## src/design/tcce_pkg.sv

```systemverilog
// Shared constants, types and helpers for the text console cursor engine.
// No dependencies; used by tcce_scroll_unit and text_console_cursor_engine_top.
package tcce_pkg;

  localparam int NUM_CONSOLES      = 4;
  localparam int CELLS_PER_CONSOLE = 4096;
  localparam int LINE_WIDTH        = 80;
  localparam int WINDOW_CELLS      = 2000;

  // Port widths fixed by the interface
  localparam int OUT_W     = 14;
  localparam int CONSOLE_W = 3;
  localparam int BYTE_W    = 8;
  localparam int OP_W      = 3;

  localparam int CON_W  = (NUM_CONSOLES > 1) ? $clog2(NUM_CONSOLES) : 1;
  localparam int CELL_W = $clog2(NUM_CONSOLES * CELLS_PER_CONSOLE);
  localparam int SUM_W  = $clog2(NUM_CONSOLES * CELLS_PER_CONSOLE + WINDOW_CELLS + LINE_WIDTH) + 1;
  localparam int OFF_W  = $clog2(CELLS_PER_CONSOLE);
  localparam int LW_W   = $clog2(LINE_WIDTH) + 1;

  // Line number of an offset: multiply by a rounded-up reciprocal, then shift
  localparam int RCP_SHIFT = OFF_W + LW_W;
  localparam int PROD_W    = RCP_SHIFT + OFF_W;
  localparam int RCP_INT   = ((2 ** RCP_SHIFT) + LINE_WIDTH - 1) / LINE_WIDTH;

  localparam int GUARD_INT = CELLS_PER_CONSOLE / LINE_WIDTH + 4;
  localparam int GUARD_W   = $clog2(GUARD_INT + 1);

  localparam logic [SUM_W-1:0]        CELLS_S   = SUM_W'(CELLS_PER_CONSOLE);
  localparam logic [SUM_W-1:0]        WIN_S     = SUM_W'(WINDOW_CELLS);
  localparam logic [SUM_W-1:0]        LINE_S    = SUM_W'(LINE_WIDTH);
  localparam logic [SUM_W-1:0]        ONE_S     = SUM_W'(1);
  localparam logic [PROD_W-1:0]       RCP_V     = PROD_W'(RCP_INT);
  localparam logic [OFF_W+LW_W-1:0]   LINE_P    = (OFF_W + LW_W)'(LINE_WIDTH);
  localparam logic [GUARD_W-1:0]      GUARD_V   = GUARD_W'(GUARD_INT);
  localparam logic [CONSOLE_W:0]      CON_LIMIT = (CONSOLE_W + 1)'(NUM_CONSOLES);

  localparam logic [BYTE_W-1:0] NEWLINE_CODE   = 8'd10;
  localparam logic [BYTE_W-1:0] BACKSPACE_CODE = 8'd8;
  localparam logic [BYTE_W-1:0] BLANK_CODE     = 8'h20;
  localparam logic [BYTE_W-1:0] ATTR_RST       = 8'd7;

  typedef enum logic [OP_W-1:0] {
    OP_PUT_DEF   = 3'd0,
    OP_PUT_ATTR  = 3'd1,
    OP_SCROLL_UP = 3'd2,
    OP_SCROLL_DN = 3'd3,
    OP_SELECT    = 3'd4
  } op_e;

  typedef struct packed {
    logic [CELL_W-1:0] win;
    logic [CELL_W-1:0] base;
    logic              up;
  } scroll_req_t;

  function automatic logic [SUM_W-1:0] widen(input logic [CELL_W-1:0] x);
    return {{(SUM_W-CELL_W){1'b0}}, x};
  endfunction

  function automatic logic [OUT_W-1:0] to_out(input logic [CELL_W-1:0] x);
    logic [CELL_W+OUT_W-1:0] w;
    w = {{OUT_W{1'b0}}, x};
    return w[OUT_W-1:0];
  endfunction

  function automatic logic [CELL_W-1:0] slice_base(input int c);
    logic [SUM_W-1:0] b;
    b = SUM_W'(c * CELLS_PER_CONSOLE);
    return b[CELL_W-1:0];
  endfunction

endpackage

```

## src/design/text_console_cursor_engine_top.sv

```systemverilog
// Top level of the text console cursor engine: command sequencer, console state, output register.
// Depends on tcce_pkg and tcce_scroll_unit.
//
// Each command yields exactly one result transfer. Select and scroll commands pass through S_EXEC
// to S_DONE, and rejected commands go straight to S_DONE. A printed character, backspace or newline
// also passes through S_CATCH, where the window steps down after the cursor until it is no longer
// behind, at most CELLS_PER_CONSOLE/LINE_WIDTH+4 steps; a newline first visits S_DIV, S_MUL and S_NL
// unless the cursor lies within LINE_WIDTH cells of the slice end.
// All window movement goes one scroll step per cycle through the single scroll unit; newline finds
// the line start with a reciprocal multiply.
// in_stall_o is high from a command's transfer until its result is loaded into the output
// register, which then holds it while the next command is taken.
module text_console_cursor_engine_top (
  input  logic                             clk_i,
  input  logic                             rst_ni,
  input  logic                             in_valid_i,
  output logic                             in_stall_o,
  input  logic [tcce_pkg::OP_W-1:0]        op_i,
  input  logic [tcce_pkg::CONSOLE_W-1:0]   console_i,
  input  logic [tcce_pkg::BYTE_W-1:0]      char_code_i,
  input  logic [tcce_pkg::BYTE_W-1:0]      attr_i,
  output logic                             out_valid_o,
  input  logic                             out_stall_i,
  output logic                             mem_write_o,
  output logic [tcce_pkg::OUT_W-1:0]       mem_addr_o,
  output logic [tcce_pkg::BYTE_W-1:0]      mem_char_o,
  output logic [tcce_pkg::BYTE_W-1:0]      mem_attr_o,
  output logic                             show_update_o,
  output logic [tcce_pkg::OUT_W-1:0]       cursor_out_o,
  output logic [tcce_pkg::OUT_W-1:0]       window_out_o,
  input  logic                             cfg_we_i,
  input  logic [tcce_pkg::BYTE_W-1:0]      cfg_data_i
);

  typedef enum logic [6:0] {
    S_IDLE  = 7'b0000001,
    S_EXEC  = 7'b0000010,
    S_DIV   = 7'b0000100,
    S_MUL   = 7'b0001000,
    S_NL    = 7'b0010000,
    S_CATCH = 7'b0100000,
    S_DONE  = 7'b1000000
  } state_e;

  state_e state_q, state_d;

  // console state
  logic [tcce_pkg::CELL_W-1:0] cursor_q [tcce_pkg::NUM_CONSOLES];
  logic [tcce_pkg::CELL_W-1:0] window_q [tcce_pkg::NUM_CONSOLES];
  logic [tcce_pkg::CON_W-1:0]  shown_q, shown_d;
  logic [tcce_pkg::BYTE_W-1:0] dattr_q;

  // working registers of the current command
  tcce_pkg::op_e               op_q, op_d;
  logic [tcce_pkg::CON_W-1:0]  con_q, con_d;
  logic [tcce_pkg::BYTE_W-1:0] ch_q, ch_d;
  logic [tcce_pkg::BYTE_W-1:0] attr_q, attr_d;
  logic [tcce_pkg::CELL_W-1:0] base_q, base_d;
  logic [tcce_pkg::CELL_W-1:0] cur_q, cur_d;
  logic [tcce_pkg::CELL_W-1:0] win_q, win_d;
  logic                        bad_q, bad_d;
  logic [tcce_pkg::GUARD_W-1:0] guard_q, guard_d;
  logic [tcce_pkg::OFF_W-1:0]  line_q, line_d;
  logic [tcce_pkg::OFF_W-1:0]  lstart_q, lstart_d;
  logic                        wr_q, wr_d;
  logic [tcce_pkg::CELL_W-1:0] waddr_q, waddr_d;
  logic [tcce_pkg::BYTE_W-1:0] wch_q, wch_d;
  logic [tcce_pkg::BYTE_W-1:0] wat_q, wat_d;

  // output register
  logic                        out_valid_q, out_valid_d;
  logic                        mem_write_q, mem_write_d;
  logic [tcce_pkg::OUT_W-1:0]  mem_addr_q, mem_addr_d;
  logic [tcce_pkg::BYTE_W-1:0] mem_char_q, mem_char_d;
  logic [tcce_pkg::BYTE_W-1:0] mem_attr_q, mem_attr_d;
  logic                        show_q, show_d;
  logic [tcce_pkg::OUT_W-1:0]  cur_out_q, cur_out_d;
  logic [tcce_pkg::OUT_W-1:0]  win_out_q, win_out_d;

  logic                        in_acc;
  logic                        done_fire;
  logic [tcce_pkg::CON_W-1:0]  con_in;
  logic [tcce_pkg::SUM_W-1:0]  off_s;
  logic [tcce_pkg::OFF_W-1:0]  off_n;
  logic [tcce_pkg::PROD_W-1:0] rcp_prod;
  logic [tcce_pkg::OFF_W+tcce_pkg::LW_W-1:0] line_prod;
  logic [tcce_pkg::SUM_W-1:0]  nl_sum;
  logic                        behind;

  tcce_pkg::scroll_req_t       scr_req;
  logic [tcce_pkg::CELL_W-1:0] scr_win;

  assign in_acc    = in_valid_i && (state_q == S_IDLE);
  assign done_fire = (state_q == S_DONE) && (!out_valid_q || !out_stall_i);
  assign con_in    = console_i[tcce_pkg::CON_W-1:0];

  assign off_s     = tcce_pkg::widen(cur_q) - tcce_pkg::widen(base_q);
  assign off_n     = off_s[tcce_pkg::OFF_W-1:0];
  assign rcp_prod  = {{(tcce_pkg::PROD_W-tcce_pkg::OFF_W){1'b0}}, off_n} * tcce_pkg::RCP_V;
  assign line_prod = {{tcce_pkg::LW_W{1'b0}}, line_q} * tcce_pkg::LINE_P;
  assign nl_sum    = tcce_pkg::widen(base_q)
                   + {{(tcce_pkg::SUM_W-tcce_pkg::OFF_W){1'b0}}, lstart_q}
                   + tcce_pkg::LINE_S;
  assign behind    = tcce_pkg::widen(cur_q) >= tcce_pkg::widen(win_q) + tcce_pkg::WIN_S;

  assign scr_req.win  = win_q;
  assign scr_req.base = base_q;
  assign scr_req.up   = (state_q == S_EXEC) && (op_q == tcce_pkg::OP_SCROLL_UP);

  tcce_scroll_unit u_scroll (
    .req_i (scr_req),
    .win_o (scr_win)
  );

  always_comb begin
    state_d     = state_q;
    shown_d     = shown_q;
    op_d        = op_q;
    con_d       = con_q;
    ch_d        = ch_q;
    attr_d      = attr_q;
    base_d      = base_q;
    cur_d       = cur_q;
    win_d       = win_q;
    bad_d       = bad_q;
    guard_d     = guard_q;
    line_d      = line_q;
    lstart_d    = lstart_q;
    wr_d        = wr_q;
    waddr_d     = waddr_q;
    wch_d       = wch_q;
    wat_d       = wat_q;
    out_valid_d = out_valid_q;
    mem_write_d = mem_write_q;
    mem_addr_d  = mem_addr_q;
    mem_char_d  = mem_char_q;
    mem_attr_d  = mem_attr_q;
    show_d      = show_q;
    cur_out_d   = cur_out_q;
    win_out_d   = win_out_q;

    if (out_valid_q && !out_stall_i) begin
      out_valid_d = 1'b0;
    end

    case (state_q)
      S_IDLE: begin
        if (in_acc) begin
          op_d    = tcce_pkg::op_e'(op_i);
          con_d   = con_in;
          ch_d    = char_code_i;
          attr_d  = attr_i;
          base_d  = tcce_pkg::slice_base(int'(con_in));
          cur_d   = cursor_q[con_in];
          win_d   = window_q[con_in];
          bad_d   = (op_i > tcce_pkg::OP_SELECT) || ({1'b0, console_i} >= tcce_pkg::CON_LIMIT);
          wr_d    = 1'b0;
          waddr_d = '0;
          wch_d   = '0;
          wat_d   = '0;
          state_d = bad_d ? S_DONE : S_EXEC;
        end
      end
      S_EXEC: begin
        case (op_q)
          tcce_pkg::OP_SELECT: begin
            shown_d = con_q;
            state_d = S_DONE;
          end
          tcce_pkg::OP_SCROLL_UP, tcce_pkg::OP_SCROLL_DN: begin
            win_d   = scr_win;
            state_d = S_DONE;
          end
          default: begin
            guard_d = tcce_pkg::GUARD_V;
            state_d = S_CATCH;
            if (ch_q == tcce_pkg::NEWLINE_CODE) begin
              // stays put within LINE_WIDTH cells of the slice end
              if (off_s + tcce_pkg::LINE_S < tcce_pkg::CELLS_S) begin
                state_d = S_DIV;
              end
            end else if (ch_q == tcce_pkg::BACKSPACE_CODE) begin
              if (cur_q > base_q) begin
                cur_d   = cur_q - 1'b1;
                wr_d    = 1'b1;
                waddr_d = cur_q - 1'b1;
                wch_d   = tcce_pkg::BLANK_CODE;
                wat_d   = dattr_q;
              end
            end else begin
              wr_d    = 1'b1;
              waddr_d = cur_q;
              wch_d   = ch_q;
              wat_d   = (op_q == tcce_pkg::OP_PUT_DEF) ? dattr_q : attr_q;
              if (off_s + tcce_pkg::ONE_S < tcce_pkg::CELLS_S) begin
                cur_d = cur_q + 1'b1;
              end else begin
                // slice end: cursor wraps past base and the window scrolls once
                cur_d = base_q + 1'b1;
                win_d = scr_win;
              end
            end
          end
        endcase
      end
      S_DIV: begin
        line_d  = rcp_prod[tcce_pkg::RCP_SHIFT +: tcce_pkg::OFF_W];
        state_d = S_MUL;
      end
      S_MUL: begin
        lstart_d = line_prod[tcce_pkg::OFF_W-1:0];
        state_d  = S_NL;
      end
      S_NL: begin
        cur_d   = nl_sum[tcce_pkg::CELL_W-1:0];
        state_d = S_CATCH;
      end
      S_CATCH: begin
        if (behind && (guard_q != '0)) begin
          win_d   = scr_win;
          guard_d = guard_q - 1'b1;
        end else begin
          state_d = S_DONE;
        end
      end
      S_DONE: begin
        if (done_fire) begin
          out_valid_d = 1'b1;
          if (bad_q) begin
            mem_write_d = 1'b0;
            mem_addr_d  = '0;
            mem_char_d  = '0;
            mem_attr_d  = '0;
            show_d      = 1'b0;
            cur_out_d   = '0;
            win_out_d   = '0;
          end else begin
            mem_write_d = wr_q;
            mem_addr_d  = tcce_pkg::to_out(waddr_q);
            mem_char_d  = wch_q;
            mem_attr_d  = wat_q;
            show_d      = (con_q == shown_q);
            cur_out_d   = tcce_pkg::to_out(cur_q);
            win_out_d   = tcce_pkg::to_out(win_q);
          end
          state_d = S_IDLE;
        end
      end
      default: begin
        state_d = S_IDLE;
      end
    endcase
  end

  always_ff @(posedge clk_i or negedge rst_ni) begin
    if (!rst_ni) begin
      state_q     <= S_IDLE;
      out_valid_q <= 1'b0;
      shown_q     <= '0;
      dattr_q     <= tcce_pkg::ATTR_RST;
      for (int i = 0; i < tcce_pkg::NUM_CONSOLES; i++) begin
        cursor_q[i] <= tcce_pkg::slice_base(i);
        window_q[i] <= tcce_pkg::slice_base(i);
      end
    end else begin
      state_q     <= state_d;
      out_valid_q <= out_valid_d;
      shown_q     <= shown_d;
      if (cfg_we_i) begin
        dattr_q <= cfg_data_i;
      end
      if (done_fire && !bad_q) begin
        cursor_q[con_q] <= cur_q;
        window_q[con_q] <= win_q;
      end
    end
  end

  always_ff @(posedge clk_i) begin
    op_q        <= op_d;
    con_q       <= con_d;
    ch_q        <= ch_d;
    attr_q      <= attr_d;
    base_q      <= base_d;
    cur_q       <= cur_d;
    win_q       <= win_d;
    bad_q       <= bad_d;
    guard_q     <= guard_d;
    line_q      <= line_d;
    lstart_q    <= lstart_d;
    wr_q        <= wr_d;
    waddr_q     <= waddr_d;
    wch_q       <= wch_d;
    wat_q       <= wat_d;
    mem_write_q <= mem_write_d;
    mem_addr_q  <= mem_addr_d;
    mem_char_q  <= mem_char_d;
    mem_attr_q  <= mem_attr_d;
    show_q      <= show_d;
    cur_out_q   <= cur_out_d;
    win_out_q   <= win_out_d;
  end

  assign in_stall_o    = (state_q != S_IDLE);
  assign out_valid_o   = out_valid_q;
  assign mem_write_o   = mem_write_q;
  assign mem_addr_o    = mem_addr_q;
  assign mem_char_o    = mem_char_q;
  assign mem_attr_o    = mem_attr_q;
  assign show_update_o = show_q;
  assign cursor_out_o  = cur_out_q;
  assign window_out_o  = win_out_q;

`ifndef NO_ASSERTIONS
  a_busy_after_accept: assert property (@(posedge clk_i) disable iff (!rst_ni)
    in_acc |=> (state_q != S_IDLE))
    else $error("sequencer idle right after a command transfer");

  a_no_write_zero_cell: assert property (@(posedge clk_i) disable iff (!rst_ni)
    (out_valid_q && !mem_write_q) |->
      (mem_addr_q == '0) && (mem_char_q == '0) && (mem_attr_q == '0))
    else $error("cell fields nonzero without a cell write");

  a_cursor_in_slice: assert property (@(posedge clk_i) disable iff (!rst_ni)
    (state_q == S_CATCH) |->
      (cur_q >= base_q) &&
      (tcce_pkg::widen(cur_q) < tcce_pkg::widen(base_q) + tcce_pkg::CELLS_S))
    else $error("cursor outside its console slice");

  a_window_above_base: assert property (@(posedge clk_i) disable iff (!rst_ni)
    (state_q == S_CATCH) |-> (win_q >= base_q))
    else $error("window start below console base");

  a_result_loaded: assert property (@(posedge clk_i) disable iff (!rst_ni)
    done_fire |=> out_valid_q && (state_q == S_IDLE))
    else $error("finished command not presented as a result");
`endif

endmodule

```

## src/design/tcce_scroll_unit.sv

```systemverilog
// One-line window scroll step (up or down) within a console slice.
// Depends on tcce_pkg; shared by every scroll the sequencer performs.
module tcce_scroll_unit (
  input  tcce_pkg::scroll_req_t       req_i,
  output logic [tcce_pkg::CELL_W-1:0] win_o
);

  logic [tcce_pkg::SUM_W-1:0] win_w;
  logic [tcce_pkg::SUM_W-1:0] base_w;
  logic [tcce_pkg::SUM_W-1:0] nxt_w;

  always_comb begin
    win_w  = tcce_pkg::widen(req_i.win);
    base_w = tcce_pkg::widen(req_i.base);
    if (req_i.up) begin
      if (win_w > base_w) begin
        if (win_w - base_w >= tcce_pkg::LINE_S) begin
          nxt_w = win_w - tcce_pkg::LINE_S;
        end else begin
          nxt_w = base_w;
        end
      end else begin
        nxt_w = win_w;
      end
    end else begin
      // window wraps to the slice base once its end reaches the slice end
      if (win_w + tcce_pkg::WIN_S < base_w + tcce_pkg::CELLS_S) begin
        nxt_w = win_w + tcce_pkg::LINE_S;
      end else begin
        nxt_w = base_w;
      end
    end
    win_o = nxt_w[tcce_pkg::CELL_W-1:0];
  end

endmodule
```

## config.mk

```make
export PLATFORM = sky130hd
export DESIGN_NAME = text_console_cursor_engine_top
export DESIGN_NICKNAME = d
export VERILOG_FILES = /design/src/design/tcce_pkg.sv /design/src/design/text_console_cursor_engine_top.sv /design/src/design/tcce_scroll_unit.sv
export SDC_FILE = /design/constraint.sdc
export NUM_CORES = 1
export LEC_CHECK = 0
export BUFFER_PORTS_ARGS = -buffer_cell sky130_fd_sc_hd__buf_2
export CORE_AREA = 2 2 218 263
export DETAILED_ROUTE_END_ITERATION = 10
export DIE_AREA = 0 0 220 265
export PLACE_DENSITY_LB_ADDON = 0.1
export SYNTH_ARGS = -nofsm -noshare
export SYNTH_HDL_FRONTEND = slang
export SYNTH_SLANG_ARGS = --single-unit
export TNS_END_PERCENT = 10
```

## constraint.sdc

```tcl
create_clock -name clk_i -period 5.6 [get_ports clk_i]
set_clock_uncertainty 0.1 [all_clocks]
set_input_delay 1.4 -clock clk_i [delete_from_list [all_inputs] [get_ports clk_i]]
set_output_delay 1.4 -clock clk_i [all_outputs]
set_load 0.05 [all_outputs]
```

==> summary.json <==
{
  "status": {"value": "completed"},
  "cts_tree": {"value": "yes"},
  "end_kind": {"value": "flip-flop"},
  "gr-total-overflow": {"value": 0},
  "layout-drive-gt1-share": {"value": 18.0, "unit": "%"},
  "drt_iter0_markers": {"value": 707},
  "worst_slew_margin_rel": {"value": 21.9, "unit": "%"},
  "netlist.top_cell.by_area": {"value": "sky130_fd_sc_hd__edfxtp_1"},
  "route.detailed.wl_per_inst": {"value": 20.7, "unit": "µm"},
  "place.port_buffers": {"value": 96},
  "period_share": {"value": 91.1, "unit": "%"},
  "max_freq": {"value": 0.196, "unit": "GHz"},
  "drt_first_pass_iters": {"value": 5},
  "global_route.usage.met1": {"value": 21.9, "unit": "%"},
  "fill_cells": {"value": 5667},
  "grt_start_max_net_pins": {"value": 92},
  "number_of_cell_rows": {"value": 95},
  "synth_flop_cell": {"value": "sky130_fd_sc_hd__edfxtp_1"},
  "yosys_warnings": {"value": 0},
  "cap_viol_max_count": {"value": 0},
  "peakVddDrop": {"value": 0.882, "unit": "mV"},
  "grtUsageMet3": {"value": 2.40, "unit": "%"},
  "synth.area.top_cells": {"value": "sky130_fd_sc_hd__edfxtp_1, sky130_fd_sc_hd__dfrtp_1, sky130_fd_sc_hd__ha_1, sky130_fd_sc_hd__fa_1, sky130_fd_sc_hd__mux4_2"},
  "die_h": {"value": 265, "unit": "µm"},
  "detail_route.wirelength": {"value": 48000, "unit": "µm"},
  "dieArea": {"value": 58300, "unit": "µm²"},
  "pin_count": {"value": 97},
  "clock_latency": {"value": 550, "unit": "ps"},
  "total_routing_resource_utilization_after_global_routing": {"value": 16.9, "unit": "%"},
  "count_of_instances_resized_after_the_clock_tree_is_built": {"value": 0},
  "synth.top_cell.area_share": {"value": 29.1, "unit": "%"},
  "ctsRootBufferMaster": {"value": "sky130_fd_sc_hd__clkbuf_16"},
  "setup_total_negative_slack": {"value": 0, "unit": "ps"},
  "yosysUniqueCellTypes": {"value": 78},
  "async_reset_ff_share": {"value": 44.7, "unit": "%"},
  "critical_path_startpoint_category": {"value": "flip-flop"},
  "grt_pass1_vias": {"value": 11737},
  "nets": {"value": 1776},
  "detail_route.drc_violations": {"value": 0},
  "grt_setup_unrepaired": {"value": "false"},
  "hold_path_class": {"value": "flip-flop to flip-flop"},
  "worst_ep_arrival_time": {"value": 5270, "unit": "ps"},
  "finalHoldViolations": {"value": 0},
  "synth_commonest_cells": {"value": "sky130_fd_sc_hd__edfxtp_1, sky130_fd_sc_hd__nand2_1, sky130_fd_sc_hd__ha_1, sky130_fd_sc_hd__dfrtp_1"},
  "gr-max-usage-layer": {"value": "met2"},
  "area_growth_syn_to_layout": {"value": 15.1, "unit": "%"},
  "cts_max_path_buffers": {"value": 3},
  "global_route_wire_length_before_repair": {"value": 73600, "unit": "µm"},
  "synthesized_area_per_cell": {"value": 11.4, "unit": "µm²"},
  "vias": {"value": 11195},
  "drt-vias-per-instance": {"value": 4.84},
  "synth_fp_nets": {"value": 1671},
  "clock-sinks": {"value": 291},
  "insertedDiodeCount": {"value": 0},
  "globalplace.congestion": {"value": 0.825},
  "synth.cell_area": {"value": 16600, "unit": "µm²"},
  "sequential_element_share_of_the_synthesized_area": {"value": 48.7, "unit": "%"},
  "synth_edf_count": {"value": 161},
  "worst_setup_hold_path_clk_slew": {"value": 60, "unit": "ps"},
  "crit_path_max_fanout": {"value": 10},
  "finalSetupViolations": {"value": 0},
  "cellLeakagePower": {"value": 8.15, "unit": "nW"},
  "synth_most_common_cell": {"value": "sky130_fd_sc_hd__edfxtp_1"},
  "initial_core_util": {"value": 29.9, "unit": "%"},
  "ant_nets": {"value": 0},
  "yosys_register_bits": {"value": 291},
  "synthCells": {"value": 1456},
  "timing.critical_path.required": {"value": 5770, "unit": "ps"},
  "core_area": {"value": 55600, "unit": "µm²"},
  "met2_usage": {"value": 29.0, "unit": "%"},
  "numCtsBuffers": {"value": 35},
  "die_width": {"value": 220, "unit": "µm"},
  "antenna_violations_before_repair": {"value": 1},
  "worst-setup-path-type": {"value": "flip-flop to flip-flop"},
  "worst-slew-pin-transition": {"value": 1170, "unit": "ps"},
  "final_max_slew_viol_count": {"value": 0},
  "fin_worst_hold_slack": {"value": 374, "unit": "ps"},
  "hold_buffers": {"value": 0},
  "cts_htree_levels": {"value": 2},
  "power_density": {"value": 642, "unit": "nW/µm²"},
  "finalCriticalPeriod": {"value": 5100, "unit": "ps"},
  "dp_hpwl": {"value": 34700, "unit": "µm"},
  "post_cts_buffers": {"value": 0}
}
==> worst max-delay path: stages, from the launching register on <==
cell and delay [ps]:
sky130_fd_sc_hd__edfxtp_1 350, sky130_fd_sc_hd__clkinv_1 240, sky130_fd_sc_hd__ha_1 440, sky130_fd_sc_hd__inv_1 70, sky130_fd_sc_hd__fa_1 510, sky130_fd_sc_hd__inv_1 60
sky130_fd_sc_hd__fa_1 440, sky130_fd_sc_hd__fa_1 510, sky130_fd_sc_hd__inv_1 50, sky130_fd_sc_hd__fa_1 530, sky130_fd_sc_hd__inv_1 50, sky130_fd_sc_hd__ha_1 300
sky130_fd_sc_hd__nand3_1 80, sky130_fd_sc_hd__a31oi_1 130, sky130_fd_sc_hd__or4_1 410, sky130_fd_sc_hd__o21ai_0 170, sky130_fd_sc_hd__buf_4 160, sky130_fd_sc_hd__o21bai_1 70
sky130_fd_sc_hd__xor2_1 140
==> path summary, 6_finish.rpt <==
path,start,end,slack [ps],cells after the start
min in group asynchronous,rst_ni,window_q[45],840,1
hold reg to reg,window_q[1],window_q[1],370,2
max in group asynchronous,rst_ni,dattr_q[5],3440,2
hold / removal,window_q[1],window_q[1],370,2
setup / recovery,cur_q[2],line_q[4],500,18
setup reg to reg,cur_q[2],line_q[4],500,18
==> report_power, final <==
group | leakage (nW) | switching [W] | total (W) | internal, W
sequential | 3.21 | 0.000398 | 0.00352 | 0.00313
combinational | 4.41 | 0.00384 | 0.00657 | 0.00273
clock | 0.530 | 0.000914 | 0.00219 | 0.00128
total | 8.15 | 0.00515 | 0.0123 | 0.00714
==> per-layer routing <==
layer | share of wire [%] | vias up
met5 | 0 | -
met4 | 2.5 | 0
met3 | 3.1 | 63
met2 | 50 | 211
met1 | 44 | 5579
li1 | - | 5342
==> cell families after synthesis <==
logic type | share of synthesized area [%]
AO/OA/AOI/OAI | 9.05
multiplexers | 7.23
flip-flops | 48.7
XOR/XNOR | 3.26
AND/OR/NAND/NOR | 12.0
buffers and inverters | 4.45
adder cells (fa/ha/maj) | 15.3
==> cells in the final DEF (no fill, tap or decap), types with 42 or more instances in the layout <==
| cell type | synthesis | routed |
|---|---|---|
| sky130_fd_sc_hd__buf_2 | 18 | 95 |
| sky130_fd_sc_hd__dfrtp_1 | 118 | 118 |
| sky130_fd_sc_hd__edfxtp_1 | 161 | 161 |
| sky130_fd_sc_hd__ha_1 | 140 | 140 |
| sky130_fd_sc_hd__inv_1 | 116 | 116 |
| sky130_fd_sc_hd__mux2_2 | 42 | 42 |
| sky130_fd_sc_hd__nand2_1 | 146 | 146 |
| sky130_fd_sc_hd__nor2_1 | 98 | 97 |
| sky130_fd_sc_hd__o21ai_0 | 116 | 116 |
| sky130_fd_sc_hd__xnor2_1 | 47 | 47 |
==> area by class of cell <==
cell class	count	area [µm²]	area share (%)
inverter	124	467	2.44
multi-input combinational	976	7820	40.8
clock inverter	9	87.6	0.457
sequential	291	8100	42.3
clock buffer	54	998	5.21
tap	727	910	4.75
timing repair buffer	133	764	3.99
==> registers in the layout (all words and copies together) (netlist names), 3 cells and up <==
register and count:
cursor_q 56, window_q 56, cur_q 14, cursor_out_o 14, mem_addr_o 14, waddr_q 14, win_q 14, window_out_o 14
attr_q 8, ch_q 8, dattr_q 8, lstart_q 8, mem_attr_o 8, mem_char_o 8, wat_q 8, wch_q 8
state_q 7, guard_q 6, line_q 6, op_q 3
==> metrics by stage <==
step | power (W) | setup WS (ps) | util [%] | instances | cell area, µm²
2_1_floorplan | 0.00845 | 555 | - | 1456 | 16600
3_3_place_gp | 0.0102 | 481 | 32.5 | 2251 | 18100
3_5_place_dp | 0.0103 | 464 | 32.5 | 2251 | 18100
4_1_cts | 0.0126 | 414 | 34.4 | 2314 | 19200
5_1_grt | 0.0137 | 179 | 34.4 | 2314 | 19200
6_report | 0.0123 | 499 | 34.4 | 2314 | 19200
(Power assumes the default switching activity.)
